===== src/rtl/core/bcpe_pkg.sv =====
// ----------------------------------------------------------------------------
// bcpe_pkg
// Shared types, constants and the binomial table for the Bezier curve point
// evaluator: payload structs, sequencer states, multiplier operations.
// ----------------------------------------------------------------------------
package bcpe_pkg;

	// Field widths
	localparam int COORD_W = 32;
	localparam int T_W     = 17;
	localparam int DEG_W   = 3;
	localparam int POW_W   = 31;  // Q2.30 power of t or (1-t), at most 2^30
	localparam int Q_W     = 29;  // Q.28 weight, at most 2^28
	localparam int BIN_W   = 6;   // C(7,3) = 35 is the largest coefficient
	localparam int OPND_W  = 33;  // signed multiplier operand
	localparam int PROD_W  = 66;  // signed multiplier product
	localparam int ACC_W   = 64;

	// Fixed-point constants
	localparam logic [T_W-1:0]   T_ONE    = 17'd65536;
	localparam logic [POW_W-1:0] POW_ONE  = 31'h4000_0000;
	localparam logic [Q_W-1:0]   W_ONE    = 29'h1000_0000;
	localparam logic [ACC_W-1:0] ACC_RND  = 64'h0000_0000_0800_0000;
	localparam logic [DEG_W-1:0] DEG_RESET = 3'd2;

	// Item function codes
	localparam logic FUNC_LOAD = 1'b0;
	localparam logic FUNC_EVAL = 1'b1;

	// Input item
	typedef struct packed {
		logic                      func;
		logic [2:0]                point_index;
		logic signed [COORD_W-1:0] point_x;
		logic signed [COORD_W-1:0] point_y;
		logic [T_W-1:0]            t_value;
	} bcpe_item_t;

	// Result item
	typedef struct packed {
		logic signed [COORD_W-1:0] curve_x;
		logic signed [COORD_W-1:0] curve_y;
		logic                      saturated;
	} bcpe_result_t;

	// Sequencer states
	typedef enum logic [3:0] {
		ST_IDLE,
		ST_POW_T,
		ST_POW_U,
		ST_POW_END,
		ST_WQ,
		ST_WQ_WAIT,
		ST_WC,
		ST_WC_WAIT,
		ST_WX,
		ST_WY,
		ST_DRAIN,
		ST_DONE
	} bcpe_state_t;

	// Multiplier operations (also the writeback destination in the following cycle)
	typedef enum logic [2:0] {
		OP_NONE,
		OP_TP_T,   // t power step
		OP_UP_U,   // (1-t) power step
		OP_TP_UP,  // t^i * (1-t)^(n-i)
		OP_C_Q,    // binomial coefficient times rounded product
		OP_W_X,    // weight times control x
		OP_W_Y     // weight times control y
	} bcpe_op_t;

	// Sequencer to datapath control
	typedef struct packed {
		logic             start;   // evaluate item transferred
		logic             load;    // load item transferred
		bcpe_op_t         op;
		logic [DEG_W-1:0] idx;     // power step k or point i
		logic [DEG_W-1:0] deg;     // effective degree n
		logic             finish;  // write result register
	} bcpe_ctrl_t;

	// Binomial coefficients C(n,k), n up to 7
	localparam logic [BIN_W-1:0] BINOM_TBL [8][8] = '{
		'{6'd1, 6'd0, 6'd0,  6'd0,  6'd0,  6'd0,  6'd0, 6'd0},
		'{6'd1, 6'd1, 6'd0,  6'd0,  6'd0,  6'd0,  6'd0, 6'd0},
		'{6'd1, 6'd2, 6'd1,  6'd0,  6'd0,  6'd0,  6'd0, 6'd0},
		'{6'd1, 6'd3, 6'd3,  6'd1,  6'd0,  6'd0,  6'd0, 6'd0},
		'{6'd1, 6'd4, 6'd6,  6'd4,  6'd1,  6'd0,  6'd0, 6'd0},
		'{6'd1, 6'd5, 6'd10, 6'd10, 6'd5,  6'd1,  6'd0, 6'd0},
		'{6'd1, 6'd6, 6'd15, 6'd20, 6'd15, 6'd6,  6'd1, 6'd0},
		'{6'd1, 6'd7, 6'd21, 6'd35, 6'd35, 6'd21, 6'd7, 6'd1}
	};

	function automatic logic [BIN_W-1:0] binom_f(input logic [DEG_W-1:0] n,
		input logic [DEG_W-1:0] k);
		return BINOM_TBL[n][k];
	endfunction

endpackage


===== src/rtl/core/bcpe_seq.sv =====
// ----------------------------------------------------------------------------
// bcpe_seq
// Sequencer: walks the power steps and then the per-point weight and
// accumulate steps, issuing one multiplier operation at a time.
// ----------------------------------------------------------------------------
module bcpe_seq
	import bcpe_pkg::*;
#(
	parameter int MAX_POINTS = 8
) (
	input  logic             clk,
	input  logic             arst_n,
	input  logic             item_valid,
	input  logic             item_func,
	input  logic [DEG_W-1:0] curve_degree,
	input  logic             out_free,
	output logic             item_stall,
	output bcpe_ctrl_t       ctrl
);

	bcpe_state_t      state_q, state_nxt;
	logic [DEG_W-1:0] k_q, i_q, n_q;
	logic [DEG_W-1:0] n_sat;
	logic             xfer;

	// degree clipped to the store size
	always_comb begin
		if (32'(curve_degree) > MAX_POINTS - 1) begin
			n_sat = DEG_W'(MAX_POINTS - 1);
		end else begin
			n_sat = curve_degree;
		end
	end

	assign xfer = (state_q == ST_IDLE) && item_valid;

	// next state
	always_comb begin
		state_nxt = state_q;
		unique case (state_q)
			ST_IDLE: begin
				if (xfer && item_func == FUNC_EVAL) begin
					state_nxt = (n_sat == '0) ? ST_WQ : ST_POW_T;
				end
			end
			ST_POW_T:   state_nxt = ST_POW_U;
			ST_POW_U:   state_nxt = (k_q == n_q) ? ST_POW_END : ST_POW_T;
			ST_POW_END: state_nxt = ST_WQ;
			ST_WQ:      state_nxt = ST_WQ_WAIT;
			ST_WQ_WAIT: state_nxt = ST_WC;
			ST_WC:      state_nxt = ST_WC_WAIT;
			ST_WC_WAIT: state_nxt = ST_WX;
			ST_WX:      state_nxt = ST_WY;
			ST_WY:      state_nxt = (i_q == n_q) ? ST_DRAIN : ST_WQ;
			ST_DRAIN:   state_nxt = ST_DONE;
			ST_DONE:    state_nxt = out_free ? ST_IDLE : ST_DONE;
			default:    state_nxt = ST_IDLE;
		endcase
	end

	// outputs
	always_comb begin
		item_stall  = (state_q != ST_IDLE);
		ctrl.start  = xfer && (item_func == FUNC_EVAL);
		ctrl.load   = xfer && (item_func == FUNC_LOAD);
		ctrl.deg    = n_q;
		ctrl.idx    = i_q;
		ctrl.finish = 1'b0;
		ctrl.op     = OP_NONE;
		unique case (state_q)
			ST_POW_T: begin
				ctrl.op  = OP_TP_T;
				ctrl.idx = k_q;
			end
			ST_POW_U: begin
				ctrl.op  = OP_UP_U;
				ctrl.idx = k_q;
			end
			ST_WQ:   ctrl.op = OP_TP_UP;
			ST_WC:   ctrl.op = OP_C_Q;
			ST_WX:   ctrl.op = OP_W_X;
			ST_WY:   ctrl.op = OP_W_Y;
			ST_DONE: ctrl.finish = out_free;
			default: ctrl.op = OP_NONE;
		endcase
	end

	// state and step counters
	always_ff @(posedge clk or negedge arst_n) begin
		if (!arst_n) begin
			state_q <= ST_IDLE;
			k_q     <= '0;
			i_q     <= '0;
			n_q     <= '0;
		end else begin
			state_q <= state_nxt;
			if (xfer && item_func == FUNC_EVAL) begin
				n_q <= n_sat;
				k_q <= DEG_W'(1);
				i_q <= '0;
			end
			if (state_q == ST_POW_U && k_q != n_q) begin
				k_q <= k_q + DEG_W'(1);
			end
			if (state_q == ST_WY && i_q != n_q) begin
				i_q <= i_q + DEG_W'(1);
			end
		end
	end

endmodule


===== config.mk =====
export PLATFORM = sky130hd
export DESIGN_NAME = bcpe_seq
export DESIGN_NICKNAME = d
export VERILOG_FILES = /design/src/rtl/core/bcpe_pkg.sv /design/src/rtl/core/bcpe_seq.sv
export SDC_FILE = /design/constraint.sdc
export NUM_CORES = 1
export LEC_CHECK = 0
export ABC_AREA = 1
export BUFFER_PORTS_ARGS = -buffer_cell sky130_fd_sc_hd__buf_2
export CORE_ASPECT_RATIO = 0.8
export CORE_UTILIZATION = 52
export CTS_CLUSTER_SIZE = 40
export DETAILED_ROUTE_END_ITERATION = 8
export GPL_TIMING_DRIVEN = 1
export PLACE_DENSITY = 0.81
export RECOVER_POWER = 100
export SLEW_MARGIN = 5
export SYNTH_ARGS = -nofsm -noshare
export SYNTH_HDL_FRONTEND = slang
export SYNTH_SLANG_ARGS = --single-unit

===== constraint.sdc =====
create_clock -name clk -period 1.6 [get_ports clk]
set_input_delay 0.24 -clock clk [delete_from_list [all_inputs] [get_ports clk]]
set_output_delay 0.24 -clock clk [all_outputs]
set_load 0.03 [all_outputs]

[Word level (Yosys, flattened, before mapping)]
Cells that the tools add are included.
Operators by class
  add/subtract/negate cells: 2
  multipliers: 0
  divide/modulo/power cells: 0
  order comparisons: 0
  equal/unequal tests: 16
  shift-type cells: 0
  muxes and demuxes: 13
  bitwise logic cells: 1
  reduce and logical (&&, ||, !) cells: 11
Operator list (number)
  $pmux W4 S12: 1
  $mux W3: 6
  $pmux W3 S6: 1
  $eq A4 B3 Y1 const B: 4
  $eq A4 B4 Y1 const B: 4
  $mux W4: 3
  $eq A4 B2 Y1 const B: 2
  $add A3 B1 Y3 const B: 2
  $eq A3 B3 Y1: 2
  $ne A3 B3 Y1: 2
  $logic_and A1 B1 Y1: 5
  $eq A4 B1 Y1 const B: 1
  $logic_not A4 Y1: 1
  $reduce_bool A2 Y1: 2
  $reduce_bool A4 Y1: 1
  $logic_not A3 Y1: 1
  $mux W2: 1
  $ne A2 B2 Y1 const B: 1
  $reduce_or A2 Y1: 1
  $mux W1: 1
  $not A1 Y1: 1
Word-level totals
  register bits: 13
  latch bits: 0
  RAM bits: 0
  ROM bits: 0
  word-level logic and storage cells: 47
  memories: 0

[Longest topological paths before layout]
  depth in word-level cells: 5
  depth in mapped cells: 8

[Worst setup path before layout]
No wires, ideal clock.
  path type: reg2out
  from: reg state_q[1]
  to: out ctrl[10] (netlist bit)
  data arrival time: 1656 ps
  slack: -296 ps
  stages on the path, launching flop included: 4
  path buffers: 0
  cells stage by stage: dfrtp_1 -> nor2_2 -> nand2_1 -> nor3_1
RTL lines
  start: declaration: RTL line bcpe_seq.sv:21  | bcpe_state_t state_q, state_nxt;
  start signal: assignment: RTL line bcpe_seq.sv:96  | state_q <= state_nxt;
  end: declaration: RTL line bcpe_seq.sv:18  | output bcpe_ctrl_t ctrl

==> summary.txt <==
Run status
  – Status: finished with violations
  – Failing checks: setup timing

Logic synthesis
  – Sequential share of the synthesized area: 0.350
  – Ys async rst share: 1.00
  – Top FF cell, synth: dfrtp_1
  – Cells taking the most area after synthesis: dfrtp_1 (35%), nand2_1 (17%), nand3_1 (7.0%)
  – Top-area cell type share of the netlist area: 0.350
  – Count leader, synth: nand2_1
  – Top post-synthesis cells by count: nand2_1 (41), dfrtp_1 (13), inv_1 (13), nand3_1 (13), nor2_1 (10)
  – Cell Area, Synth: 928 µm²
  – Count of warnings emitted by yosys: 0
  – Netlist cell types: 24
  – Post-Syn Instances: 130
  – Avg Cell Area, Syn: 7.14 µm²
  – EDFF count, synth: 0
  – Flip-flop and latch count after synthesis: 13
  – Cell taking the most area after synthesis: dfrtp_1
  – Post-Syn Nets: 140

Power
  – LEAKAGE: 0.000677 µW
  – Worst-case vdd ir drop: between 0.0015 and 0.002 V
  – Power Dens Cells: 2220 nW/µm²

STA
  – Minimum clock period: 1.74 ns
  – Final WS setup: -0.138 ns
  – F_max: ~0.58 GHz
  – Slew margin rel.: 0.517
  – Final max-slew violation count: 0
  – Period Utilization, post-route: 1.09
  – RSZ-0062 raised after global routing: yes
  – Final setup violation count: 8
  – Worst hold margin: 0.214 ns
  – Final Hold Viols: 0
  – Worst-Margin Slew: 0.724 ns
  – Clock skew: around 0.0077 ns

GRT
  – First-pass GRT wire length: 3260 µm
  – Total track usage: 0.240
  – Initial antenna violation count: 0
  – Number of global-route vias before repair: 716
  – Largest net degree at the start of global routing: 14
  – GRT Residual Overflow: 0

Hold path
  – HP Class: in -> reg
  – Min-delay src: curve_degree[0]

Critical path
  – Slowest stage delay, CP: 0.45 ns
  – Worst-path fanout max: 5
  – Crit path launch: state_q[2]
  – Max stage delay cell, worst path: dfrtp_2
  – Critical path class: reg -> out
  – CP Capture Type: output port
  – Worst Path Arrival: 1.50 ns
  – CP most frequent cell: nand2_4
  – Crit-path leading delay family: simple AND/OR/NAND/NOR gates
  – Critical path required time: 1.36 ns
  – CP Launch Type: flop
  – Buf/Inv on CP: 1
  – R2r startpoint: state_q[2]
  – Cell-by-cell listing of the critical path: nor2_4 > nand2_4 > nand2_4 > nor2_2 > a21oi_2 > buf_6

Layout
  – Area Overhead vs Synth: 31.4%
  – N_diodes: 0
  – Share of cells above drive strength 1: 0.358
  – Cell Count, Final, Fillers Out: 184
  – Register Area: around 330 µm²
  – Final nets: 173
  – Fillers: between 100 and 150
  – Multi-input logic area: between 500 and 600 µm²

Route
  – Total vias in the final route: 928
  – Via/cell ratio: 5.04
  – DRT antenna net count: 0
  – DRC errors left: 0
  – Number of detailed-route iterations in the first pass: 4
  – 1st-iter DRT viols: 24
  – Routed wire length: 2250 µm
  – DR WL/cell: 12.2 µm

Run
  – Max_cap viols: 0

Clock network
  – Maximum root-to-sink buffer count: 2
  – Root Driver: clkbuf_4
  – CTS Buf Count: 3
  – Worst skew pair latency: 0.29 ns
  – Clock sink count: 13
  – Clock transition at the registers of the reported paths: 0.08 ns
  – CTS tree: done
  – CTS H-Tree Depth: 1

Floorplan
  – Row Count: 13
  – I/O pins: 21
  – Die width: 49.2 µm
  – Die area: 1960 µm²
  – Starting Density: 0.565
  – Core footprint: 1640 µm²
  – Die Y: between 30 and 40 µm

Place
  – Port Buffers: 20
  – Placed insts: 173
  – Placer Congestion: 0.833
  – Post-DP HPWL: 1580 µm
registers in the layout (all words and copies together), names as in the netlist:
register and count:
state_q 4, i_q 3, k_q 3, n_q 3
stage by stage:
| stage | total power (µW) | worst slack (ns) | utilization | setup TNS [ns] | cell area (µm²) |
|---|---|---|---|---|---|
| floorplan | 1800 | -0.0409 | - | -0.0409 | 933 |
| global placement | 2130 | 0.121 | 0.648 | 0 | 1060 |
| detailed placement | 2170 | 0.0571 | 0.648 | 0 | 1060 |
| CTS | 2630 | -0.0944 | 0.721 | -0.498 | 1180 |
| global route | 2900 | -0.191 | 0.743 | -1.23 | 1220 |
| finish | 2700 | -0.138 | 0.743 | -0.650 | 1220 |
worst paths after layout:
check | endpoint | slack [ns] | cells past startpoint
max in group asynchronous | state_q[0] | 0.59 | 2
min in group asynchronous | state_q[3] | 0.51 | 2
worst min-delay path | n_q[0] | 0.21 | 3
worst max register to register | i_q[1] | 0.12 | 7
worst min register to register | i_q[0] | 0.57 | 2
worst max-delay path | ctrl[6] | -0.14 | 6
logic make-up (layout without fill, tap and decap cells):
group,count (synthesis),count (layout),synth area share
simple gates,78,78,0.406
buf+inv,21,53,0.0943
flops,13,13,0.350
compound gates,11,11,0.0755
xor+xnor,5,5,0.0472
fa+ha+maj,2,2,0.0269
worst register-to-register path: cells and delay by family, from the launching register on:
| family | cells | cell delay [ns] |
|---|---|---|
| simple gates | 4 | 0.44 |
| flops | 1 | 0.45 |
| buf+inv | 3 | 0.47 |
power breakdown:
group / internal, µW / switching, µW
clock: 97.2 / 114
sequential: 465 / 202
combinational: 679 / 1150
total: 1240 / 1460
cell usage in the layout, fill, tap and decap left out, drive strengths merged:
cell type,instances
nand2,45
buf,24
inv,18
nor2,14
nand3,13
dfrtp,13
clkbuf,8
o21ai,7
a21oi,4
nor3,4
xnor2,3
xor2,2
ha,2
nand4,2
clkinv,2
dlygate4sd3,1
layout make-up:
| class | instances | share of cell area |
|---|---|---|
| Tap cell | 22 | 0.0226 |
| Clock buffer | 4 | 0.0215 |
| Inverter | 20 | 0.0626 |
| Timing Repair Buffer | 29 | 0.167 |
| Sequential cell | 13 | 0.270 |
| Multi-Input combinational cell | 96 | 0.456 |
per-layer routing:
layer  up-vias  track usage  wire [µm]
li1        471            -          -
met1       421        0.292        961
met2        29        0.397       1120
met3         7       0.0736        106
met4         0        0.110         59
met5         -            0          0
what timing repair did:
action,CTS,global route
hold endpoints to repair,13,0
pin swaps,3,3
setup endpoints to repair,9,10
hold buffers,1,0
buffers inserted,3,3
gates resized for setup,21,7
(Power assumes the default switching activity.)
